==> src/hw/rtl/gawr_pkg.sv <==
// ----------------------------------------------------------------------------
// gawr_pkg
// Shared types, codes and helpers of the glyph and rectangle pixel writer.
// ----------------------------------------------------------------------------
package gawr_pkg;

	localparam int MAX_RES    = 4096;
	localparam int RES_W      = $clog2(MAX_RES) + 1;
	localparam int COORD_W    = 13;
	localparam int POS_W      = COORD_W + 2;
	localparam int ADDR_W     = 32;
	localparam int DATA_W     = 32;
	localparam int PROD_W     = (RES_W - 1) + RES_W;
	localparam int OFFSET_W   = PROD_W + 2;
	localparam int QUEUE_DEPTH = 4;
	localparam int QPTR_W     = $clog2(QUEUE_DEPTH);

	// action codes
	localparam logic [1:0] ACT_START_GLYPH = 2'd0;
	localparam logic [1:0] ACT_START_FILL  = 2'd1;

	// pixel formats
	localparam logic [1:0] FMT_8BPP   = 2'd0;
	localparam logic [1:0] FMT_RGB565 = 2'd1;
	localparam logic [1:0] FMT_32BPP  = 2'd2;
	localparam logic [1:0] FMT_NONE   = 2'd3;

	// write sizes
	localparam logic [1:0] SIZE_BYTE = 2'd0;

	// status codes
	localparam logic [1:0] ST_OK        = 2'd0;
	localparam logic [1:0] ST_BAD_FMT   = 2'd1;
	localparam logic [1:0] ST_NO_REGION = 2'd2;

	// register indexes
	localparam logic [1:0] REG_FRAME_BASE = 2'd0;
	localparam logic [1:0] REG_X_RES      = 2'd1;
	localparam logic [1:0] REG_Y_RES      = 2'd2;
	localparam logic [1:0] REG_PIX_FMT    = 2'd3;

	typedef enum logic [1:0] {
		KIND_START,
		KIND_NO_REGION,
		KIND_PIXEL
	} kind_t;

	typedef struct packed {
		kind_t              kind;
		logic [POS_W-1:0]   x;
		logic [POS_W-1:0]   y;
		logic               set;
		logic               done;
		logic [DATA_W-1:0]  color;
	} cmd_t;

	typedef struct packed {
		logic [ADDR_W-1:0]  frame_base;
		logic [COORD_W-1:0] x_res;
		logic [COORD_W-1:0] y_res;
		logic [1:0]         pixel_format;
	} cfg_t;

	function automatic logic [RES_W-1:0] clamp_res(input logic [COORD_W-1:0] r);
		logic [RES_W-1:0] res;
		if (32'(r) > 32'(MAX_RES))
			res = RES_W'(MAX_RES);
		else
			res = RES_W'(r);
		return res;
	endfunction

	function automatic logic [DATA_W-1:0] convert_color(input logic [DATA_W-1:0] c,
			input logic [1:0] fmt);
		logic [DATA_W-1:0] res;
		case (fmt)
			FMT_8BPP:   res = {24'd0, c[7:0]};
			FMT_RGB565: res = {16'd0, c[23:19], c[15:10], c[7:3]};
			default:    res = c;
		endcase
		return res;
	endfunction

endpackage

==> src/hw/rtl/gawr_front.sv <==
// ----------------------------------------------------------------------------
// gawr_front
// Accepts items, keeps the open region and its walk, issues one command each.
// ----------------------------------------------------------------------------
module gawr_front (
	input  logic                         clk,
	input  logic                         arst_n,
	input  logic                         accept,
	input  logic [1:0]                   action,
	input  logic [gawr_pkg::COORD_W-1:0] start_x,
	input  logic [gawr_pkg::COORD_W-1:0] start_y,
	input  logic [gawr_pkg::COORD_W-1:0] region_width,
	input  logic [gawr_pkg::COORD_W-1:0] region_height,
	input  logic [gawr_pkg::DATA_W-1:0]  color,
	input  logic [7:0]                   pixel_mask,
	output gawr_pkg::cmd_t               cmd
);

	localparam int CW = gawr_pkg::COORD_W;

	logic [CW-1:0]              origin_x_q, origin_y_q, span_w_q, span_h_q;
	logic [CW-1:0]              col_q, row_q;
	logic [gawr_pkg::DATA_W-1:0] color_q;
	logic                       fill_q, active_q;

	logic          is_start;
	logic [CW:0]   col_inc, row_inc;
	logic [CW-1:0] col_n, row_n;
	logic          done;

	always_comb begin
		is_start = action inside {gawr_pkg::ACT_START_GLYPH, gawr_pkg::ACT_START_FILL};
		col_inc  = {1'b0, col_q} + 1'b1;
		row_inc  = {1'b0, row_q} + 1'b1;
		col_n    = col_q;
		row_n    = row_q;
		done     = 1'b0;
		if (fill_q) begin
			if (col_inc >= {1'b0, span_w_q}) begin
				col_n = '0;
				row_n = row_inc[CW-1:0];
				done  = row_inc >= {1'b0, span_h_q};
			end else begin
				col_n = col_inc[CW-1:0];
			end
		end else begin
			if (row_inc >= {1'b0, span_h_q}) begin
				row_n = '0;
				col_n = col_inc[CW-1:0];
				done  = col_inc >= {1'b0, span_w_q};
			end else begin
				row_n = row_inc[CW-1:0];
			end
		end
	end

	always_comb begin
		cmd.x     = {{2{origin_x_q[CW-1]}}, origin_x_q} + {2'b00, col_q};
		cmd.y     = {{2{origin_y_q[CW-1]}}, origin_y_q} + {2'b00, row_q};
		cmd.set   = fill_q || (pixel_mask != 8'd0);
		cmd.done  = 1'b0;
		cmd.color = color_q;
		if (is_start) begin
			cmd.kind = gawr_pkg::KIND_START;
		end else if (!active_q) begin
			cmd.kind = gawr_pkg::KIND_NO_REGION;
		end else begin
			cmd.kind = gawr_pkg::KIND_PIXEL;
			cmd.done = done;
		end
	end

	always_ff @(posedge clk or negedge arst_n) begin
		if (!arst_n) begin
			origin_x_q <= '0;
			origin_y_q <= '0;
			span_w_q   <= '0;
			span_h_q   <= '0;
			col_q      <= '0;
			row_q      <= '0;
			color_q    <= '0;
			fill_q     <= 1'b0;
			active_q   <= 1'b0;
		end else if (accept) begin
			if (is_start) begin
				origin_x_q <= start_x;
				origin_y_q <= start_y;
				span_w_q   <= region_width;
				span_h_q   <= region_height;
				color_q    <= color;
				fill_q     <= action == gawr_pkg::ACT_START_FILL;
				col_q      <= '0;
				row_q      <= '0;
				active_q   <= (region_width != '0) && (region_height != '0);
			end else if (active_q) begin
				if (done) begin
					col_q    <= '0;
					row_q    <= '0;
					active_q <= 1'b0;
				end else begin
					col_q <= col_n;
					row_q <= row_n;
				end
			end
		end
	end

endmodule

==> src/hw/rtl/gawr_queue.sv <==
// ----------------------------------------------------------------------------
// gawr_queue
// Short command queue between the front and the back.
// ----------------------------------------------------------------------------
module gawr_queue (
	input  logic           clk,
	input  logic           arst_n,
	input  logic           push,
	input  gawr_pkg::cmd_t push_cmd,
	input  logic           pop,
	output logic           full,
	output logic           not_empty,
	output gawr_pkg::cmd_t head
);

	localparam int D  = gawr_pkg::QUEUE_DEPTH;
	localparam int PW = gawr_pkg::QPTR_W;

	gawr_pkg::cmd_t slots_q [D];
	logic [PW-1:0]  wr_ptr_q, rd_ptr_q;
	logic [PW:0]    count_q;

	assign full      = count_q == (PW+1)'(D);
	assign not_empty = count_q != '0;
	assign head      = slots_q[rd_ptr_q];

	always_ff @(posedge clk) begin
		if (push)
			slots_q[wr_ptr_q] <= push_cmd;
	end

	always_ff @(posedge clk or negedge arst_n) begin
		if (!arst_n) begin
			wr_ptr_q <= '0;
			rd_ptr_q <= '0;
			count_q  <= '0;
		end else begin
			if (push)
				wr_ptr_q <= wr_ptr_q + 1'b1;
			if (pop)
				rd_ptr_q <= rd_ptr_q + 1'b1;
			case ({push, pop})
				2'b10:   count_q <= count_q + 1'b1;
				2'b01:   count_q <= count_q - 1'b1;
				default: count_q <= count_q;
			endcase
		end
	end

endmodule

==> src/hw/rtl/gawr_back.sv <==
// ----------------------------------------------------------------------------
// gawr_back
// Clips, converts and addresses each command; holds the output register.
// ----------------------------------------------------------------------------
module gawr_back (
	input  logic                        clk,
	input  logic                        arst_n,
	input  gawr_pkg::cfg_t              cfg,
	input  logic                        cmd_valid,
	input  gawr_pkg::cmd_t              cmd,
	output logic                        cmd_pop,
	output logic                        out_valid,
	input  logic                        out_stall,
	output logic                        write_valid,
	output logic [gawr_pkg::ADDR_W-1:0] write_address,
	output logic [gawr_pkg::DATA_W-1:0] write_data,
	output logic [1:0]                  write_size,
	output logic                        region_done,
	output logic [1:0]                  status
);

	localparam int RW = gawr_pkg::RES_W;
	localparam int PW = gawr_pkg::POS_W;
	localparam int QW = gawr_pkg::PROD_W;
	localparam int OW = gawr_pkg::OFFSET_W;

	logic [RW-1:0] xres, yres;
	logic          on_screen, do_write;
	logic [1:0]    st;

	logic                        valid_s1;
	logic                        write_s1;
	logic [1:0]                  status_s1;
	logic                        done_s1;
	logic [gawr_pkg::DATA_W-1:0] data_s1;
	logic [QW-1:0]               prod_s1;
	logic [RW-2:0]               x_s1;

	logic          out_free, adv_s1;
	logic [QW-1:0] index;
	logic [OW-1:0] offset;

	assign out_free = !out_valid || !out_stall;
	assign adv_s1   = valid_s1 && out_free;
	assign cmd_pop  = cmd_valid && (!valid_s1 || adv_s1);

	always_comb begin
		xres      = gawr_pkg::clamp_res(cfg.x_res);
		yres      = gawr_pkg::clamp_res(cfg.y_res);
		on_screen = !cmd.x[PW-1] && !cmd.y[PW-1]
			&& (cmd.x[PW-2:0] < (PW-1)'(xres)) && (cmd.y[PW-2:0] < (PW-1)'(yres));
		do_write  = 1'b0;
		st        = gawr_pkg::ST_OK;
		case (cmd.kind)
			gawr_pkg::KIND_NO_REGION: st = gawr_pkg::ST_NO_REGION;
			gawr_pkg::KIND_PIXEL: begin
				if (on_screen && cmd.set) begin
					if (cfg.pixel_format == gawr_pkg::FMT_NONE)
						st = gawr_pkg::ST_BAD_FMT;
					else
						do_write = 1'b1;
				end
			end
			default: st = gawr_pkg::ST_OK;
		endcase
	end

	// row offset multiply, registered before the address add
	always_ff @(posedge clk) begin
		if (cmd_pop) begin
			write_s1  <= do_write;
			status_s1 <= st;
			done_s1   <= cmd.done;
			data_s1   <= gawr_pkg::convert_color(cmd.color, cfg.pixel_format);
			prod_s1   <= QW'(cmd.y[RW-2:0]) * QW'(xres);
			x_s1      <= cmd.x[RW-2:0];
		end
	end

	always_comb begin
		index = prod_s1 + {{(QW-RW+1){1'b0}}, x_s1};
		case (cfg.pixel_format)
			gawr_pkg::FMT_8BPP:   offset = {2'b00, index};
			gawr_pkg::FMT_RGB565: offset = {1'b0, index, 1'b0};
			default:              offset = {index, 2'b00};
		endcase
	end

	always_ff @(posedge clk) begin
		if (adv_s1) begin
			write_valid   <= write_s1;
			write_address <= write_s1
				? cfg.frame_base + {{(gawr_pkg::ADDR_W-OW){1'b0}}, offset} : '0;
			write_data    <= write_s1 ? data_s1 : '0;
			write_size    <= write_s1 ? cfg.pixel_format : gawr_pkg::SIZE_BYTE;
			region_done   <= done_s1;
			status        <= status_s1;
		end
	end

	always_ff @(posedge clk or negedge arst_n) begin
		if (!arst_n) begin
			valid_s1  <= 1'b0;
			out_valid <= 1'b0;
		end else begin
			if (cmd_pop)
				valid_s1 <= 1'b1;
			else if (adv_s1)
				valid_s1 <= 1'b0;
			if (out_free)
				out_valid <= valid_s1;
		end
	end

endmodule

==> src/hw/rtl/glyph_and_rect_pixel_writer_unit.sv <==
// ----------------------------------------------------------------------------
// glyph_and_rect_pixel_writer_unit
// Glyph blit and rectangle fill pixel writer for a linear framebuffer.
// ----------------------------------------------------------------------------
// a result is held in the queue, the back stage register and the output register before it shows
// throughput: one item per cycle unless in_stall or out_stall holds it; set by the
//   walk counters and the one row multiply per pixel in the back stage
// a four-entry queue parts the front from the back; either side may stall
// reset: async, clears the walk, the queue and the pipeline, loads register defaults
module glyph_and_rect_pixel_writer_unit (
	input  logic                         clk,
	input  logic                         arst_n,
	input  logic                         cfg_write,
	input  logic [1:0]                   cfg_index,
	input  logic [31:0]                  cfg_data,
	input  logic                         in_valid,
	output logic                         in_stall,
	input  logic [1:0]                   action,
	input  logic [gawr_pkg::COORD_W-1:0] start_x,
	input  logic [gawr_pkg::COORD_W-1:0] start_y,
	input  logic [gawr_pkg::COORD_W-1:0] region_width,
	input  logic [gawr_pkg::COORD_W-1:0] region_height,
	input  logic [gawr_pkg::DATA_W-1:0]  color,
	input  logic [7:0]                   pixel_mask,
	output logic                         out_valid,
	input  logic                         out_stall,
	output logic                         write_valid,
	output logic [gawr_pkg::ADDR_W-1:0]  write_address,
	output logic [gawr_pkg::DATA_W-1:0]  write_data,
	output logic [1:0]                   write_size,
	output logic                         region_done,
	output logic [1:0]                   status
);

	gawr_pkg::cfg_t cfg_q;
	gawr_pkg::cmd_t front_cmd, head_cmd;
	logic           q_full, q_not_empty, q_pop, accept;

	assign in_stall = q_full;
	assign accept   = in_valid && !in_stall;

	always_ff @(posedge clk or negedge arst_n) begin
		if (!arst_n) begin
			cfg_q.frame_base   <= '0;
			cfg_q.x_res        <= gawr_pkg::COORD_W'(1024);
			cfg_q.y_res        <= gawr_pkg::COORD_W'(600);
			cfg_q.pixel_format <= gawr_pkg::FMT_32BPP;
		end else if (cfg_write) begin
			case (cfg_index)
				gawr_pkg::REG_FRAME_BASE: cfg_q.frame_base   <= cfg_data;
				gawr_pkg::REG_X_RES:      cfg_q.x_res        <= cfg_data[gawr_pkg::COORD_W-1:0];
				gawr_pkg::REG_Y_RES:      cfg_q.y_res        <= cfg_data[gawr_pkg::COORD_W-1:0];
				gawr_pkg::REG_PIX_FMT:    cfg_q.pixel_format <= cfg_data[1:0];
				default:                  cfg_q <= cfg_q;
			endcase
		end
	end

	gawr_front u_front (
		.clk          (clk),
		.arst_n       (arst_n),
		.accept       (accept),
		.action       (action),
		.start_x      (start_x),
		.start_y      (start_y),
		.region_width (region_width),
		.region_height(region_height),
		.color        (color),
		.pixel_mask   (pixel_mask),
		.cmd          (front_cmd)
	);

	gawr_queue u_queue (
		.clk      (clk),
		.arst_n   (arst_n),
		.push     (accept),
		.push_cmd (front_cmd),
		.pop      (q_pop),
		.full     (q_full),
		.not_empty(q_not_empty),
		.head     (head_cmd)
	);

	gawr_back u_back (
		.clk          (clk),
		.arst_n       (arst_n),
		.cfg          (cfg_q),
		.cmd_valid    (q_not_empty),
		.cmd          (head_cmd),
		.cmd_pop      (q_pop),
		.out_valid    (out_valid),
		.out_stall    (out_stall),
		.write_valid  (write_valid),
		.write_address(write_address),
		.write_data   (write_data),
		.write_size   (write_size),
		.region_done  (region_done),
		.status       (status)
	);

	// a write carries ok status and the size of the current format
	assert property (@(posedge clk) disable iff (!arst_n)
		out_valid && write_valid |-> status == gawr_pkg::ST_OK
			&& write_size == cfg_q.pixel_format)
		else $error("write beat with bad status or size");

	// no write means an all-zero write payload
	assert property (@(posedge clk) disable iff (!arst_n)
		out_valid && !write_valid |-> write_address == '0 && write_data == '0
			&& write_size == gawr_pkg::SIZE_BYTE)
		else $error("idle write payload not zero");

	// region end never comes with a missing region
	assert property (@(posedge clk) disable iff (!arst_n)
		out_valid && region_done |-> status != gawr_pkg::ST_NO_REGION)
		else $error("region done without a region");

	// the queue pops only when it holds an entry
	assert property (@(posedge clk) disable iff (!arst_n)
		q_pop |-> q_not_empty)
		else $error("pop from empty queue");

endmodule
==> config.mk <==
export PLATFORM = sky130hd
export DESIGN_NAME = glyph_and_rect_pixel_writer_unit
export DESIGN_NICKNAME = d
export VERILOG_FILES = /design/src/hw/rtl/gawr_pkg.sv /design/src/hw/rtl/gawr_front.sv /design/src/hw/rtl/gawr_queue.sv /design/src/hw/rtl/gawr_back.sv /design/src/hw/rtl/glyph_and_rect_pixel_writer_unit.sv
export SDC_FILE = /design/constraint.sdc
export NUM_CORES = 1
export LEC_CHECK = 0
export BUFFER_PORTS_ARGS = -buffer_cell sky130_fd_sc_hd__buf_2
export CORE_ASPECT_RATIO = 2
export CORE_UTILIZATION = 30
export DETAILED_ROUTE_END_ITERATION = 16
export HOLD_SLACK_MARGIN = 0.12
export PLACE_DENSITY = 0.51
export SLEW_MARGIN = 10
export SYNTH_ARGS = -nofsm -noshare
export SYNTH_HDL_FRONTEND = slang
export SYNTH_SLANG_ARGS = --single-unit
==> constraint.sdc <==
create_clock -name clk -period 9.5 [get_ports clk]
set_input_delay 1.425 -clock clk [delete_from_list [all_inputs] [get_ports clk]]
set_output_delay 1.425 -clock clk [all_outputs]
set_load 0.01 [all_outputs]
==> metrics.yaml, run 1 <==
synth.area.top_cells: "edfxtp_1, dfrtp_1, ha_1"
cts_setup_buffers: 0
synthArstFlopShare_pct: 30.8
synthesis.area_um2: 32000
io_buffer_count: 204
wl_met1_um: 30700
max-cap-violations: 0
arrival_ns: 7.46
whs_ns: 0.421
synth_edf_count: 407
grt_max_degree: 72
overflow: 0
finalHoldViolations: 0
detail_route.wl_per_cell_um: 19.1
cp.required_ns: 9.89
antenna_cells: 0
worst_path_dominant_cell_family: "adder cells"
cp-start-kind: "flop"
cp_common_cell: "fa_1"
drc: 0
grt_pass1_wl_um: 123000
postSynthCellCount: 2549
drive_gt1_share_pct: 19.4
dr_wl_met2_um: 43000
gp_congestion: 0.904
start_util_pct: 30.2
setup_ws_ns: 2.44
fmax_mhz: 142
synth_area_leader_cell: "edfxtp_1"
ant_nets: 0
synth-main-ff-cell: "edfxtp_1"
highest_layer: "met5"
drt_iter0_drc: 790
crit_chain: "mux2_2 -> o21ai_1 -> inv_1 -> nand2_1 -> fa_1 -> fa_1 -> inv_1 -> fa_1 -> fa_1 -> inv_1 -> fa_1 -> inv_1 -> ha_1 -> o211ai_1 -> nor2_1 -> a41oi_1 -> a21oi_1 -> a41o_1 -> o21a_1 -> a311oi_1 -> xnor2_1"
ys_seq_elements: 588
finalCritPeriodShare_pct: 74.4
clock_path_buffers: 3
design_area_um2: 36800
fill_cells: 10500
status: "completed"
critPathMaxStageDelay_ns: 0.83
path_clk_slew_ns: 0.06
numCtsBuffers: 60
worst-path-buf-inv: 4
wl_met3_um: 3000
hp-class: "reg2reg"
grt_use_total_pct: 15.0
netlist.area_leader.share_pct: 38.2
grt_pass1_vias: 21200
setup_viol: 0
slew-limit-headroom_pct: 32.6
min_period_ns: 7.06
cts_resized: 0
vias_per_cell: 4.73
die_area_um2: 108000
critPathMaxFanout: 39
cts-root-buf: "clkbuf_16"
ys.warnings.count: 0
grt_setup_unrepaired: "no"
syn_nets: 2984
ys_types: 70
antenna_found_initial: 7
holdBufCountCts: 0
num_io_pins: 205
h-tree-depth: 2
crit_slowest_cell: "dfrtp_4"
hpwl_um: 59100
synth_seq_area_share_pct: 52.4
drt-total-wl_um: 79700
cts_tree: "done"
rows: 169
fp.dieW_um: 233
syn_avg_cell_area_um2: 12.6
die_h_um: 464
drv_slew: 0
fin_setup_tns_ns: 0
fin_worst_skew_ns: 0.0271
clkLatencyLatePin_ns: 0.65
coreArea_um2: 106000
worstMarginPinSlew_ns: 1.01
cts.sinks: 588
end_kind: "flop"
firstDrtPassIters: 5
postPlaceCellArea_um2: 34700
fin_nets: 3197
place_ws_ns: 2.39
syn_to_final_growth_pct: 15.0
vias: 19800
critical_path_class: "reg2reg"
## synthesized netlist by cell type (10+ instances only)
| library cell | n |
|---|---|
| fa_1 | 115 |
| nand2b_1 | 21 |
| a21oi_1 | 85 |
| ha_1 | 187 |
| xnor2_1 | 66 |
| nor3_1 | 26 |
| nor2b_1 | 31 |
| buf_1 | 11 |
| nor4_1 | 10 |
| edfxtp_1 | 407 |
| a211oi_1 | 24 |
| nand3_1 | 37 |
| nor2_1 | 128 |
| mux2_2 | 123 |
| o21ai_0 | 101 |
| or3_1 | 12 |
| and3_1 | 19 |
| clkbuf_1 | 58 |
| a21o_1 | 39 |
| mux4_2 | 59 |
| a22o_1 | 12 |
| buf_2 | 10 |
| dfrtp_1 | 175 |
| inv_1 | 241 |
| xor2_1 | 36 |
| nand2_1 | 255 |
| mux2i_1 | 24 |
| and2_1 | 89 |
| o21a_1 | 12 |
## placed cells by master, fill, tap and decap left out, types with 85 or more instances in the layout
cell type / synthesis / routed
and2_1: 89 / 85
dfrtp_1: 175 / 173
fa_1: 115 / 115
o21ai_0: 101 / 101
nor2_1: 128 / 126
inv_1: 241 / 241
nand2_1: 255 / 255
a21oi_1: 85 / 85
buf_2: 10 / 203
mux2_2: 123 / 123
ha_1: 187 / 187
edfxtp_1: 407 / 407
## flip-flops by register name, indices dropped and copies added (netlist names), 2 cells and up
name	flops
u_queue.wr_ptr_q	2
u_front.span_h_q	13
u_front.col_q	13
u_front.origin_y_q	13
u_front.color_q	32
u_front.origin_x_q	13
u_queue.count_q	3
u_queue.slots_q	264
u_front.span_w_q	13
u_queue.rd_ptr_q	2
u_back.status	2
u_front.row_q	13
u_back.write_address	32
u_back.write_size	2
u_back.prod_s1	25
u_back.status_s1	2
cfg_q	60
u_back.write_data	32
u_back.data_s1	32
u_back.x_s1	12
## metrics by stage
stage / cells / util, %
after global placement: 4068 / 32.8
after detailed placement: 4068 / 32.8
after CTS: 4181 / 34.8
after global routing: 4181 / 34.8
final: 4181 / 34.8
after floorplan: 2549 / -
## kinds of logic (layout without fill, tap and decap cells)
group           count (synthesis)  after routing  synth area share, %
fa+ha+maj                     302            302                 14.5
mux                           206            206                 9.23
compound gates                365            365                 7.42
xor+xnor                      102            102                 2.79
flops                         588            588                 52.4
buf+inv                       323            587                 3.85
simple gates                  663            663                 9.85
## routing by layer
metal,vias up,GRT usage [%]
met3,154,2.18
li1,9451,-
met2,405,28.5
met1,9739,16.5
met4,10,5.54
met5,-,0
## path summary, 6_finish.rpt
check,start,cells after the start,slack (ns),end
hold / removal,u_back.status_s1[0],0,0.42,u_back.status[0]
max in group asynchronous,arst_n,2,7.31,cfg_q[21]
setup / recovery,u_queue.rd_ptr_q[1],21,2.44,u_back.prod_s1[23]
min in group asynchronous,arst_n,1,0.78,u_front.color_q[20]
setup reg to reg,u_queue.rd_ptr_q[1],21,2.44,u_back.prod_s1[23]
hold reg to reg,u_back.status_s1[0],0,0.42,u_back.status[0]
## area by class of cell
cell class	instances	area, µm²	area share, %
Clock inverter	40	488	1.33
Multi-Input combinational cell	1638	14100	38.2
Tap cell	1368	1710	4.65
Clock buffer	73	1630	4.43
Timing Repair Buffer	231	1230	3.35
Sequential cell	588	16800	45.5
Inverter	243	912	2.48
Power of run 1 is not shown: default switching activity piles up to over one toggle a cycle in this logic, so the estimate is an artifact.
==> inputs of run 2 (changes only) <==
--- a/config.mk
+++ b/config.mk
@@ -10,7 +10,7 @@
 export CORE_UTILIZATION = 30
 export DETAILED_ROUTE_END_ITERATION = 16
 export HOLD_SLACK_MARGIN = 0.12
-export PLACE_DENSITY = 0.51
+export PLACE_DENSITY = 0.53
 export SLEW_MARGIN = 10
 export SYNTH_ARGS = -nofsm -noshare
 export SYNTH_HDL_FRONTEND = slang
==> constraint.sdc (replaced) <==
create_clock -name clk -period 6.2 [get_ports clk]
set_input_delay 0.93 -clock clk [delete_from_list [all_inputs] [get_ports clk]]
set_output_delay 0.93 -clock clk [all_outputs]
set_load 0.01 [all_outputs]
==> run 2 against run 1 <==
Net effect:
- clock-buffer cell count decreased by 1
- first-iteration DRC count increased by 3.2%
- critical path depth decreased by 1
- non-clock buffer count increased by 81
- cell area increased by 2.3%
- core utilization increased by 0.81 points
- worst hold slack got worse by 0.11 ns
- flip-flop and latch count unchanged
- clock skew increased by 0.0035 ns
- final cell count increased by 1.9%
==> metrics.yaml, run 2 (same netlist as run 1, synthesis figures left out) <==
clock_path_buffers: 3  # unchanged
drt_iter0_drc: 815  # was 790
h-tree-depth: 2  # unchanged
design_area_um2: 37700  # was 36,800 µm²
cts.sinks: 588  # unchanged
detail_route.wl_per_cell_um: 19.1  # about the same
dp_cells: 4143  # was 4,068
finalCritPeriodShare_pct: 96.3  # was 74.4%
regArea_um2: 16800  # unchanged
layout_commonest_cell: "edfxtp_1"  # unchanged
critPathMaxFanout: 8  # was 39
grt_pass1_vias: 21700  # was 21,200
gp_congestion: 0.913  # was 0.904
drv_slew: 0  # unchanged
fin_nets: 3276  # was 3,197
fill_cells: 10400  # was 10,500
num_io_pins: 205  # unchanged
die_area_um2: 108000  # unchanged
largest_register_ffs: 264  # unchanged
worstMarginPinSlew_ns: 1.02  # was 1.01 ns
status: "completed"  # unchanged
min_period_ns: 5.97  # was 7.06 ns
fmax_mhz: 167  # was 142 MHz
hpwl_um: 61400  # was 59,100 µm
grt_pass1_wl_um: 125000  # was 123,000 µm
vias: 20100  # was 19,800
drt-total-wl_um: 81400  # was 79,700 µm
top_register: "u_queue.slots_q"  # unchanged
postLayoutCoreUtil_pct: 35.6  # was 34.8%
antenna_found_initial: 8  # was 7
fin_worst_skew_ns: 0.0306  # was 0.0271 ns
finalHoldViolations: 0  # unchanged
setup_viol: 0  # unchanged
ant_nets: 0  # unchanged
rows: 169  # unchanged
numCtsBuffers: 58  # was 60
cts-root-buf: "clkbuf_16"  # unchanged
end_kind: "flop"  # unchanged
firstDrtPassIters: 5  # unchanged
drc: 0  # unchanged
fp.dieW_um: 233  # unchanged
drive_gt1_share_pct: 23.2  # was 19.4%
holdBufCountCts: 0  # unchanged
grt_use_total_pct: 15.3  # was 15.0%
path_clk_slew_ns: 0.06  # about the same
start_util_pct: 30.2  # unchanged
ff2ff_path_depth: 20  # was 21
clkLatencyLatePin_ns: 0.66  # was 0.65 ns
max-cap-violations: 0  # unchanged
postPlaceCellArea_um2: 35300  # was 34,700 µm²
grt_max_degree: 111  # was 72
top_regs: "u_queue.slots_q x264, cfg_q x60"  # unchanged
final_cell_mix: "edfxtp_1, nand2_1, inv_1"  # unchanged
critical_path_class: "reg2reg"  # unchanged
die_h_um: 464  # unchanged
cp.required_ns: 6.58  # was 9.89 ns
r2r_slack_ns: 0.23  # was 2.44 ns
cts_tree: "done"  # unchanged
overflow: 0  # unchanged
r2r_start: "u_queue.rd_ptr_q[1]"  # unchanged
cp-start-kind: "flop"  # unchanged
multiInputGateArea_um2: 14300  # was 14,100 µm²
syn_to_final_growth_pct: 17.7  # was 15.0%
slew-limit-headroom_pct: 32.2  # was 32.6%
coreArea_um2: 106000  # unchanged
instances_no_fill: 4260  # was 4,181
hp-class: "in2async"  # was reg2reg
io_buffer_count: 204  # unchanged
arrival_ns: 6.36  # was 7.46 ns
r2r_end: "u_back.prod_s1[23]"  # unchanged
vias_per_cell: 4.72  # was 4.73
## run 2: how the worst max path moves through the flow
stage | from | end | slack, ns | depth (start not counted)
after CTS | u_queue.rd_ptr_q[1] | u_back.prod_s1[23] | 0.005 | 24
after global routing | u_queue.rd_ptr_q[1] | u_back.prod_s1[23] | -0.01 | 21
final | u_queue.rd_ptr_q[1] | u_back.prod_s1[23] | 0.23 | 20
after detailed placement | u_queue.rd_ptr_q[1] | u_back.prod_s1[23] | -0.17 | 21
after global placement | u_queue.rd_ptr_q[1] | u_back.prod_s1[23] | -0.05 | 21
after floorplan | out_stall | u_queue.count_q[2] | 0.01 | 7
## run 2: metal layers
layer  global-route usage (%)  part of all wire (%)
met1                     16.2                    38
met2                     29.8                    55
met3                     1.62                   2.9
met4                     6.45                   4.3
met5                        0                 0.058
## run 2: per-stage QoR
stage | setup TNS (ns) | hold slack, ns | worst slack (ns)
after CTS | 0 | 0.361 | 0.00485
after detailed placement | -0.170 | 0.421 | -0.170
after global placement | -0.0471 | 0.405 | -0.0471
after floorplan | 0 | 0.400 | 0.0127
after global routing | -0.0135 | 0.358 | -0.0135
final | 0 | 0.311 | 0.227
## run 2: repair_timing
| item | CTS | global route |
|---|---|---|
| gates cloned | 0 | 0 |
| setup endpoints to repair | 2 | 7 |
| gates resized for setup | 7 | 39 |
| pin swaps | 0 | 25 |
| setup buffers | 2 | 4 |
## run 2: critical path, stage by stage (launching register included)
cell and delay [ns]:
dfrtp_4 0.47, buf_6 0.15, mux4_2 0.63, buf_6 0.17, nand2_1 0.08, fa_1 0.43, inv_2 0.09, fa_2 0.47
fa_1 0.52, fa_1 0.54, inv_1 0.06, fa_1 0.54, inv_1 0.04, ha_1 0.29, or3_1 0.33, o21ai_2 0.08
a21oi_2 0.05, a41o_1 0.20, o21a_1 0.20, a311oi_2 0.26, xnor2_1 0.11
## run 2: layout make-up
cell class	count	share of cell area, %
sequential	588	44.5
multi-input combinational	1638	37.9
timing repair buffer	312	5.06
tap	1368	4.54
clock buffer	72	4.29
inverter	243	2.42
clock inverter	38	1.30
antenna	1	0.00664
Power of run 2 is left out for the same reason.
